===== src/hw/rtl/plar_queue.sv =====
module plar_queue #(
  parameter int W = 11
) (
  input  logic         clk,
  input  logic         rst,
  input  logic         push_valid,
  output logic         push_ready,
  input  logic [W-1:0] push_data,
  output logic         pop_valid,
  input  logic         pop_ready,
  output logic [W-1:0] pop_data
);

  logic [W-1:0] slot [2];
  logic         wp;
  logic         rp;
  logic [1:0]   cnt;
  logic         do_push;
  logic         do_pop;

  assign push_ready = cnt != 2'd2;
  assign pop_valid  = cnt != 2'd0;
  assign pop_data   = slot[rp];
  assign do_push    = push_valid && push_ready;
  assign do_pop     = pop_valid && pop_ready;

  always_ff @(posedge clk) begin
    if (do_push) begin
      slot[wp] <= push_data;
    end
  end

  always_ff @(posedge clk) begin
    if (rst) begin
      wp  <= 1'b0;
      rp  <= 1'b0;
      cnt <= 2'd0;
    end else begin
      if (do_push) begin
        wp <= ~wp;
      end
      if (do_pop) begin
        rp <= ~rp;
      end
      if (do_push && !do_pop) begin
        cnt <= cnt + 2'd1;
      end else if (do_pop && !do_push) begin
        cnt <= cnt - 2'd1;
      end
    end
  end

  a_cnt_range: assert property (@(posedge clk) disable iff (rst) cnt != 2'd3)
    else $error("queue count out of range");

endmodule


===== config.mk =====
export PLATFORM = sky130hd
export DESIGN_NAME = plar_queue
export DESIGN_NICKNAME = d
export VERILOG_FILES = /design/src/hw/rtl/plar_queue.sv
export SDC_FILE = /design/constraint.sdc
export NUM_CORES = 1
export LEC_CHECK = 0
export BUFFER_PORTS_ARGS = -buffer_cell sky130_fd_sc_hd__buf_2
export CAP_MARGIN = 15
export CELL_PAD_IN_SITES_DETAIL_PLACEMENT = 2
export CELL_PAD_IN_SITES_GLOBAL_PLACEMENT = 2
export CORE_MARGIN = 2
export CORE_UTILIZATION = 37
export DETAILED_ROUTE_END_ITERATION = 7
export GPL_TIMING_DRIVEN = 0
export PLACE_DENSITY_LB_ADDON = 0.1
export SLEW_MARGIN = 20
export SYNTH_ARGS = -nofsm -noshare
export SYNTH_HDL_FRONTEND = slang
export SYNTH_SLANG_ARGS = --single-unit

===== constraint.sdc =====
create_clock -name clk -period 4 [get_ports clk]
set_clock_uncertainty 0.2 [all_clocks]
set_input_delay 0.4 -clock clk [delete_from_list [all_inputs] [get_ports clk]]
set_output_delay 0.4 -clock clk [all_outputs]
set_load 0.01 [all_outputs]

==> flow_summary.toml <==
[die]
die_h_um = 56.3
design.core.area_sq_um = 2540
die_area_sq_um = 3170
fp.dieW_um = 56.3
rows = 18
initial_utilization = 0.398
num_io_pins = 28

[final_layout]
final_nets = 106
instances_no_fill = 119
diodes = 0
area_delta_synth_final_pct = 19.7
fill_cells = 255
drive_gt1_frac = 0.494

[synthesis]
ys.flop_type = "edfxtp_1"
synth_fp_nets = 74
ys_ff_latch = 27
synthTopCellsByCount = "22 x edfxtp_1, 11 x mux2_2, 5 x dfxtp_1, 3 x nor2_1, 3 x xor2_1"
yosys_warnings = 0
synth_seq_area_share = 0.752
synth_cells = 58
synth_top_area_cell = "edfxtp_1"
yosysUniqueCellTypes = 17
synth_top_area_frac = 0.653
synth-edff-count = 22
avgSynthCellArea_sq_um = 17.5
syn-cell-area_sq_um = 1010
ys_async_sr_fraction = 0
yosysMostFrequentCell = "edfxtp_1"
yosys-top-cells-area = "edfxtp_1 65%, mux2_2 12%, dfxtp_1 9.9%"

[route]
wl_per_cell_um = 15.7
drc = 0
postRouteAntennaNets = 0
dr.first_iter.drc_count = 5
first_pass_iters = 3
vias_per_cell = 5.03
via_count = 598
drt-total-wl_um = 1860

[global_routing]
grt_pass1_vias = 647
antenna_found_initial = 0
grt.overflow.total = 0
track_usage = 0.129
grt_max_degree = 15
grt_pass1_wl_um = 2950

[clock_network]
clockBufferDepth = 2
cts_setup_buffers = 0
cts_buffers = 3
clock_sinks = 27
htreeDepth = 1
hold_buffers = 0
cts_tree = "built"
clockRootBuffer = "clkbuf_4"
clk-insertion-delay-late_ns = 0.33
clk_pin_slew_ns = 0.14
cts_resized = 0

[timing]
relSlewSlack = 0.640
post-route-period-util = 0.514
rsz0062_at_grt = "no"
slew_violations = 0
post-route-min-period_ns = 2.06
setup_viol = 0
fin_setup_tns_ns = 0
hold_violations = 0
tightest_slew_ns = 0.539
clock.fmax_mhz = 486

[worst_setup_path]
setup.worst_path.class = "flip-flop to output port"
slowest_stage = "mux2_2"
startpoint_type = "flip-flop"
path_max_fanout = 10
max_stage_delay_ns = 0.37
end_kind = "output port"
critPathArrivalTime_ns = 1.46
reg2reg_depth = 5
crit_top_cell = "buf_2"
cp_cell_sequence = "buf_2, mux2_2, buf_2"
required_ns = 3.40

[placed_design]
gp_congestion = 0.606
post-place-cells = 115
port_buffers = 27
dp_hpwl_um = 1370

[run_status]
status = "completed"

[power]
power.density_nw_per_um2 = 589
p_leak_nw = 0.474
vdd_drop_max_mv = 0.306

[worst_hold_path]
hold_class = "input port to flip-flop"
whs_path_depth = 1

[job]
cap_viol_max_count = 0
[sequential cells by signal, summed over array words and instances, names as in the netlist, named ones only]
name  flops
rp        1
wp        1
cnt       2
slot     22
[power by group]
part | leakage, nW | internal, mW | switching (mW)
Clock | 0.0150 | 0.0392 | 0.0789
Combinational | 0.212 | 0.106 | 0.114
Sequential | 0.247 | 0.355 | 0.0204
Total | 0.474 | 0.500 | 0.213
[final cells by class]
class | count | area, sq um | share of cell area
flip-flops and latches | 27 | 761 | 0.628
multi-input cells | 29 | 243 | 0.200
repair buffers | 27 | 135 | 0.112
well taps | 30 | 37.5 | 0.0310
clock buffers | 4 | 26.3 | 0.0217
plain buffers | 1 | 5.00 | 0.00413
inverters | 1 | 3.75 | 0.00310
[critical path, delay by kind of cell (launching register included)]
kind	cells	cell delay (ns)
muxes	1	0.37
buffers and inverters	2	0.40
DFF	1	0.36
[metrics by stage]
stage	utilization	hold WS, ns	area, sq um	setup WS [ns]	power [mW]
3_5_place_dp	0.466	0.316	1180	2.16	0.608
6_report	0.476	0.0479	1210	1.94	0.713
3_3_place_gp	0.466	0.293	1180	2.19	0.598
4_1_cts	0.476	0.0430	1210	1.90	0.724
5_1_grt	0.476	0.0211	1210	1.85	0.759
2_1_floorplan	-	0.269	1010	2.22	0.525
[kinds of logic after synthesis]
family,Yosys count,share of synthesized area
buffers and inverters,2,0.00864
adders and majority gates,1,0.0124
AOI/OAI and AO/OA,5,0.0297
and+or+nand+nor,9,0.0495
xor gates and xnor gates,3,0.0260
DFF,27,0.752
muxes,11,0.122
[final timing paths]
path	from	to	slack, ns
hold reg to reg	cnt[1]	cnt[1]	0.35
hold / removal	push_data[5]	slot[1][5]	0.05
setup / recovery	flip-flop	pop_data[6]	1.94
setup reg to reg	cnt[0]	cnt[1]	2.14
[cell usage in the layout, fill, tap and decap left out]
cell type | synthesis | layout
clkbuf_1 | 0 | 1
clkbuf_4 | 0 | 3
ha_1 | 1 | 1
a21bo_2 | 1 | 1
o21ai_0 | 2 | 2
nor2_1 | 3 | 3
and2_1 | 1 | 1
edfxtp_1 | 22 | 22
xor2_1 | 3 | 3
mux2_2 | 11 | 11
nand3b_1 | 1 | 1
a21oi_1 | 2 | 2
inv_1 | 1 | 1
nand2b_1 | 1 | 1
dfxtp_1 | 5 | 5
or2_2 | 1 | 1
buf_2 | 1 | 28
and3_1 | 1 | 1
or3_1 | 1 | 1
[routing by layer]
layer | global-route usage | wire (um) | vias up
met1 | 0.143 | 709 | 299
met2 | 0.227 | 1020 | 17
met4 | 0.0816 | 50 | 0
li1 | - | - | 277
met3 | 0.0207 | 85 | 5
met5 | 0 | 0 | -
No activity file was read; power rests on OpenSTA's default activity.
