<file path="src/hw/rtl/plar_pkg.sv">
package plar_pkg;

  localparam int STROKE_DEPTH_DEF = 1024;
  localparam int OUT_LIMIT_DEF    = 128;
  localparam int COORD_BITS_DEF   = 24;

  localparam int LEN_BITS   = 36;
  localparam int CFG_BITS   = 8;
  localparam int T_FRAC     = 16;
  localparam int MIN_POINTS = 3;
  localparam int UNIT_LEN   = 256;

  localparam logic [CFG_BITS-1:0] MAX_POINTS_RESET = 8'd100;

  typedef enum logic [2:0] {
    F_IDLE,
    F_SQ,
    F_SUM,
    F_ROOT,
    F_ACC,
    F_PUSH,
    F_WAIT
  } front_state_t;

  typedef enum logic [4:0] {
    B_IDLE,
    B_CLASS,
    B_TOTAL,
    B_NEXT,
    B_PT_RD,
    B_PT_GET,
    B_SEEK_RD,
    B_SEEK_MUL,
    B_SEEK_CMP,
    B_DIV_INIT,
    B_DIV,
    B_RD_A,
    B_RD_B,
    B_GET_B,
    B_LERP_MUL,
    B_LERP_FIN,
    B_PUSH,
    B_PASS
  } back_state_t;

  typedef struct packed {
    logic xy;
    logic cum;
  } wr_en_t;

endpackage

</file>
<file path="src/hw/rtl/plar_front.sv">
module plar_front #(
  parameter int  DEPTH = 1024,
  parameter int  C     = 24,
  localparam int AW    = $clog2(DEPTH),
  localparam int NW    = $clog2(DEPTH + 1)
) (
  input  logic                          clk,
  input  logic                          rst,
  input  logic                          in_valid,
  output logic                          in_ready,
  input  logic [C-1:0]                  pt_x,
  input  logic [C-1:0]                  pt_y,
  input  logic                          last_point,
  input  logic                          back_busy,
  output logic                          job_valid,
  input  logic                          job_ready,
  output logic [NW-1:0]                 job_n,
  output plar_pkg::wr_en_t              wr_en,
  output logic [AW-1:0]                 wr_addr,
  output logic [C-1:0]                  wr_x,
  output logic [C-1:0]                  wr_y,
  output logic [plar_pkg::LEN_BITS-1:0] wr_cum
);
  import plar_pkg::*;

  localparam int RB  = C + 1;
  localparam int RW  = C + 4;
  localparam int SW  = 2 * C + 2;
  localparam int ITW = $clog2(RB + 1);

  front_state_t        state;
  front_state_t        state_next;
  logic [NW-1:0]       count;
  logic [NW-1:0]       jn;
  logic [C-1:0]        cur_x;
  logic [C-1:0]        cur_y;
  logic [C-1:0]        prev_x;
  logic [C-1:0]        prev_y;
  logic [LEN_BITS-1:0] prev_cum;
  logic                lat_last;
  logic [2*C-1:0]      sq_x;
  logic [2*C-1:0]      sq_y;
  logic [SW-1:0]       rad;
  logic [RW-1:0]       rem;
  logic [C+1:0]        root;
  logic [ITW-1:0]      it;

  logic                accept;
  logic                full;
  logic signed [C:0]   dx;
  logic signed [C:0]   dy;
  logic [C:0]          ndx;
  logic [C:0]          ndy;
  logic [C-1:0]        adx;
  logic [C-1:0]        ady;
  logic [RW-1:0]       rem_sh;
  logic [RW-1:0]       trial;
  logic                ge;
  logic [C+1:0]        rounded;
  logic [LEN_BITS:0]   cum_sum;
  logic [LEN_BITS-1:0] cum_sat;

  assign accept  = in_valid && in_ready;
  assign full    = count == NW'(DEPTH);
  assign dx      = $signed({cur_x[C-1], cur_x}) - $signed({prev_x[C-1], prev_x});
  assign dy      = $signed({cur_y[C-1], cur_y}) - $signed({prev_y[C-1], prev_y});
  assign ndx     = -dx;
  assign ndy     = -dy;
  assign adx     = dx[C] ? ndx[C-1:0] : dx[C-1:0];
  assign ady     = dy[C] ? ndy[C-1:0] : dy[C-1:0];
  assign rem_sh  = {rem[RW-3:0], rad[SW-1:SW-2]};
  assign trial   = {root, 2'b01};
  assign ge      = rem_sh >= trial;
  assign rounded = (rem > RW'(root)) ? root + (C+2)'(1) : root;
  assign cum_sum = {1'b0, prev_cum} + (LEN_BITS+1)'(rounded);
  assign cum_sat = cum_sum[LEN_BITS] ? {LEN_BITS{1'b1}} : cum_sum[LEN_BITS-1:0];

  always_comb begin
    state_next = state;
    unique case (state)
      F_IDLE: begin
        if (accept) begin
          if (full || count == '0) begin
            state_next = last_point ? F_PUSH : F_IDLE;
          end else begin
            state_next = F_SQ;
          end
        end
      end
      F_SQ:   state_next = F_SUM;
      F_SUM:  state_next = F_ROOT;
      F_ROOT: begin
        if (it == ITW'(RB - 1)) begin
          state_next = F_ACC;
        end
      end
      F_ACC:  state_next = lat_last ? F_PUSH : F_IDLE;
      F_PUSH: begin
        if (job_ready) begin
          state_next = F_WAIT;
        end
      end
      F_WAIT: begin
        if (!back_busy) begin
          state_next = F_IDLE;
        end
      end
      default: state_next = F_IDLE;
    endcase
  end

  always_comb begin
    in_ready   = state == F_IDLE;
    job_valid  = state == F_PUSH;
    job_n      = jn;
    wr_en.xy   = accept && !full;
    wr_en.cum  = (accept && !full && count == '0) || state == F_ACC;
    wr_addr    = count[AW-1:0];
    wr_x       = pt_x;
    wr_y       = pt_y;
    wr_cum     = (state == F_ACC) ? cum_sat : '0;
  end

  always_ff @(posedge clk) begin
    if (rst) begin
      state <= F_IDLE;
      count <= '0;
    end else begin
      state <= state_next;
      if (state == F_IDLE && accept) begin
        if (full || count == '0) begin
          count <= last_point ? '0 : (full ? count : NW'(1));
        end
      end else if (state == F_ACC) begin
        count <= lat_last ? '0 : count + NW'(1);
      end
    end
  end

  always_ff @(posedge clk) begin
    unique case (state)
      F_IDLE: begin
        if (accept) begin
          lat_last <= last_point;
          cur_x    <= pt_x;
          cur_y    <= pt_y;
          if (full) begin
            jn <= NW'(DEPTH);
          end else if (count == '0) begin
            prev_x   <= pt_x;
            prev_y   <= pt_y;
            prev_cum <= '0;
            jn       <= NW'(1);
          end
        end
      end
      F_SQ: begin
        sq_x <= adx * adx;
        sq_y <= ady * ady;
      end
      F_SUM: begin
        rad  <= SW'(sq_x) + SW'(sq_y);
        rem  <= '0;
        root <= '0;
        it   <= '0;
      end
      F_ROOT: begin
        rem  <= ge ? rem_sh - trial : rem_sh;
        root <= {root[C:0], ge};
        rad  <= rad << 2;
        it   <= it + ITW'(1);
      end
      F_ACC: begin
        prev_x   <= cur_x;
        prev_y   <= cur_y;
        prev_cum <= cum_sat;
        jn       <= count + NW'(1);
      end
      F_PUSH, F_WAIT: begin
      end
      default: begin
      end
    endcase
  end

  a_count_bound: assert property (@(posedge clk) disable iff (rst)
    count <= NW'(DEPTH))
    else $error("point count beyond store depth");

  a_wait_cleared: assert property (@(posedge clk) disable iff (rst)
    (state == F_WAIT) |-> (count == '0))
    else $error("count not cleared after last point");

endmodule

</file>
<file path="config.mk">
export PLATFORM = sky130hd
export DESIGN_NAME = plar_front
export DESIGN_NICKNAME = d
export VERILOG_FILES = /design/src/hw/rtl/plar_pkg.sv /design/src/hw/rtl/plar_front.sv
export SDC_FILE = /design/constraint.sdc
export NUM_CORES = 2
export LEC_CHECK = 0
export ABC_CLOCK_PERIOD_IN_PS = 16500
export BUFFER_PORTS_ARGS = -buffer_cell sky130_fd_sc_hd__buf_4
export CAP_MARGIN = 20
export CORE_UTILIZATION = 35
export CTS_BUF_LIST = sky130_fd_sc_hd__clkbuf_4 sky130_fd_sc_hd__clkbuf_8 sky130_fd_sc_hd__clkbuf_16
export DETAILED_ROUTE_END_ITERATION = 6
export GPL_TIMING_DRIVEN = 1
export PLACE_DENSITY = 0.57
export REMOVE_ABC_BUFFERS = 1
export SYNTH_ARGS = -nofsm -noshare
export SYNTH_HDL_FRONTEND = slang
export SYNTH_SLANG_ARGS = --single-unit
</file>
<file path="constraint.sdc">
create_clock -name clk -period 16.5 [get_ports clk]
set_clock_uncertainty 0.05 [all_clocks]
set_input_delay 3.3 -clock clk [delete_from_list [all_inputs] [get_ports clk]]
set_output_delay 3.3 -clock clk [all_outputs]
set_load 0.03 [all_outputs]
</file>
==> results.json <==
{
  "via_per_inst": 4.92,
  "grt_pass1_vias": 40500,
  "worstPathMaxFanout": 24,
  "worst_ep_required_time_ns": 16.79,
  "drtAntennaViolNets": 0,
  "synth_edf_count": 347,
  "yosys_register_bits": 361,
  "finalCriticalPeriod_ns": 11.98,
  "synth_simple_gate_area_share_pct": 12.0,
  "cts_made_buffers": 40,
  "synthTopCellsByCount": "1193 x inv_1, 848 x fa_1, 545 x nor2_1",
  "start_kind": "flip-flop",
  "drv_slew": 0,
  "fin_nets": 7176,
  "drt-total-wl_um": 134000,
  "synth_cells": 5728,
  "arrival_ns": 12.27,
  "rsz0062_at_grt": "false",
  "cpPeakStageDelay_ns": 0.56,
  "timing.final.hold_violations": 0,
  "path_delay_family": "adder cells",
  "muxShareOfSynthArea_pct": 0.502,
  "fp.dieArea_mm2": 0.156,
  "clkSinkCount": 361,
  "crit-reg2reg-launch": "cur_x[0]",
  "core_area_mm2": 0.153,
  "die_w_um": 395,
  "wl_per_cell_um": 17.1,
  "firstDrtPassIters": 7,
  "area.growth.synth_to_final_pct": 8.45,
  "place_congestion": 0.878,
  "status": "finished, violations left",
  "portBuffers": 162,
  "synth_fa_ha_area_share_pct": 42.8,
  "cts_root_buffer": "clkbuf_16",
  "synth_xor_xnor_area_share_pct": 5.11,
  "max_freq_mhz": 83.5,
  "synth_warnings": 0,
  "critical_path_class": "flip-flop to flip-flop",
  "start_util_pct": 35.4,
  "async_flop_share_pct": 0,
  "cts_setup_buffers": 0,
  "cts_tree": "done",
  "grt_overflow_total": 0,
  "hold_class": "flip-flop to flip-flop",
  "antenna_found_initial": 0,
  "ioPinCount": 163,
  "final_area_mm2": 0.0586,
  "cts_resized": 0,
  "drt_iter0_drc": 1958,
  "fin_tns_setup_ns": 0,
  "routed-via-count": 38600,
  "synth_compound_gate_area_share_pct": 9.41,
  "seq_area_mm2": 0.0107,
  "diodes": 0,
  "netlist_area_mm2": 0.0540,
  "multi_input_area_mm2": 0.0379,
  "grt_pass1_wl_um": 216000,
  "drv_cap": 0,
  "synth_top_area_cell": "fa_1",
  "drc": 2,
  "ys_top_cells_by_area": "fa_1 31%, edfxtp_1 19%, ha_1 11%",
  "drive_gt1_share_pct": 6.26,
  "worstMarginPinSlew_ns": 1.13,
  "dp_hpwl_um": 107000,
  "htree_levels": 2,
  "synth_top_flop_cell": "edfxtp_1",
  "crit_top_cell": "fa_1",
  "final.fill_count": 15300,
  "yosysSeqAreaShare_pct": 19.8,
  "synth_top_family_by_area": "adder cells",
  "track_usage_pct": 17.3,
  "endpoint_kind": "flip-flop",
  "yosysMostFrequentCell": "inv_1",
  "finalSetupViolations": 0,
  "min-delay-start": "rad[0]",
  "grt_start_max_net_pins": 75,
  "ctsLongestPathBuffers": 3,
  "cp-startpoint": "cur_x[0]",
  "cp.buffers_inverters": 6,
  "num_rows": 143,
  "ys_types": 86,
  "crit_slowest_cell": "xnor2_2",
  "clk_pin_slew_ns": 0.07,
  "die_h_um": 395,
  "ctsHoldBuffers": 0,
  "synth_top_area_share_pct": 31.4,
  "post_dp_cell_area_mm2": 0.0574,
  "failed_checks": "design-rule violations",
  "slew_headroom_pct": 24.4,
  "syn_avg_cell_area_um2": 9.44,
  "insertion_delay_ns": 0.58,
  "post-route-period-util_pct": 72.6
}
layout make-up:
cell class                 count  area share (%)
clock buffer                  42            1.76
clock inverter                31           0.371
inverter                    1202            7.70
multi-input combinational   3943            64.6
sequential                   361            18.3
tap                         2030            4.33
timing repair buffer         234            3.00
kinds of logic (layout without fill, tap and decap cells):
group	Yosys count	after routing
simple gates	1467	1467
buf+inv	1424	1509
fa+ha+maj	1340	1340
compound gates	799	799
xor+xnor	310	310
flops	361	361
mux	27	27
flip-flops by register name, indices dropped and copies added (netlist names), 24 cells and up:
register,cells
rem,28
sq_x,47
prev_y,24
prev_x,24
sq_y,47
root,26
prev_cum,36
cur_y,24
cur_x,24
rad,50
stage by stage:
step | util [%] | hold slack, ns | worst slack [ns] | std cells
finish | 38.4 | 0.467 | 4.52 | 7843
CTS | 38.4 | 0.447 | 4.51 | 7843
global placement | 37.6 | 0.456 | 4.75 | 7770
global route | 38.4 | 0.488 | 3.63 | 7843
detailed placement | 37.6 | 0.454 | 4.56 | 7770
floorplan | - | 0.434 | 5.85 | 5506
routing by layer:
layer | GRT usage, % | vias to the layer above | wire, um | part of all wire [%]
met1 | 23.3 | 19200 | 59600 | 44
li1 | - | 18300 | - | -
met2 | 29.2 | 990 | 64000 | 48
met3 | 2.60 | 168 | 7200 | 5.4
met5 | 0 | - | 0 | 0
met4 | 3.88 | 0 | 3180 | 2.4
cell usage in the layout (no fill, tap or decap), types with 10 or more instances in the layout:
master,n
nand4_1,36
nor2_1,543
mux2i_1,26
o21ai_0,136
buf_4,234
nor4_1,10
nor2b_1,49
o211ai_1,14
and2_1,13
ha_1,492
xor2_1,113
a211oi_1,17
o21bai_1,29
or2_2,16
xnor2_1,185
nor2_2,10
and4_1,14
o21a_1,37
a21o_1,120
nand2b_1,49
nand3_1,55
nor3b_1,10
fa_1,848
clkbuf_16,41
edfxtp_1,347
o31ai_1,16
clkinv_1,17
nand2_1,525
a31oi_1,33
nor3_1,39
a21oi_1,276
inv_1,1192
dfxtp_1,14
and3_1,44
or3_1,19
worst register-to-register path, delay by kind of cell, from the launching register on:
kind	cells	cell delay (ns)
flip-flops	1	0.32
buffers and inverters	6	0.86
AO/OA/AOI/OAI	16	4.13
adder cells (fa/ha/maj)	10	4.29
AND/OR/NAND/NOR	4	1.02
multiplexers	1	0.45
XOR/XNOR	2	0.63
path summary, 6_finish.rpt:
path / end / slack (ns) / cells after the start
worst max register to register: sq_x[44] / 4.52 / 39
worst min register to register: rad[2] / 0.47 / 2
worst min-delay path: rad[2] / 0.47 / 2
worst max-delay path: sq_x[44] / 4.52 / 39
Power is left out: the tool's default activity adds up to more than one toggle a clock period on the data nets, which glitch-free logic cannot reach.
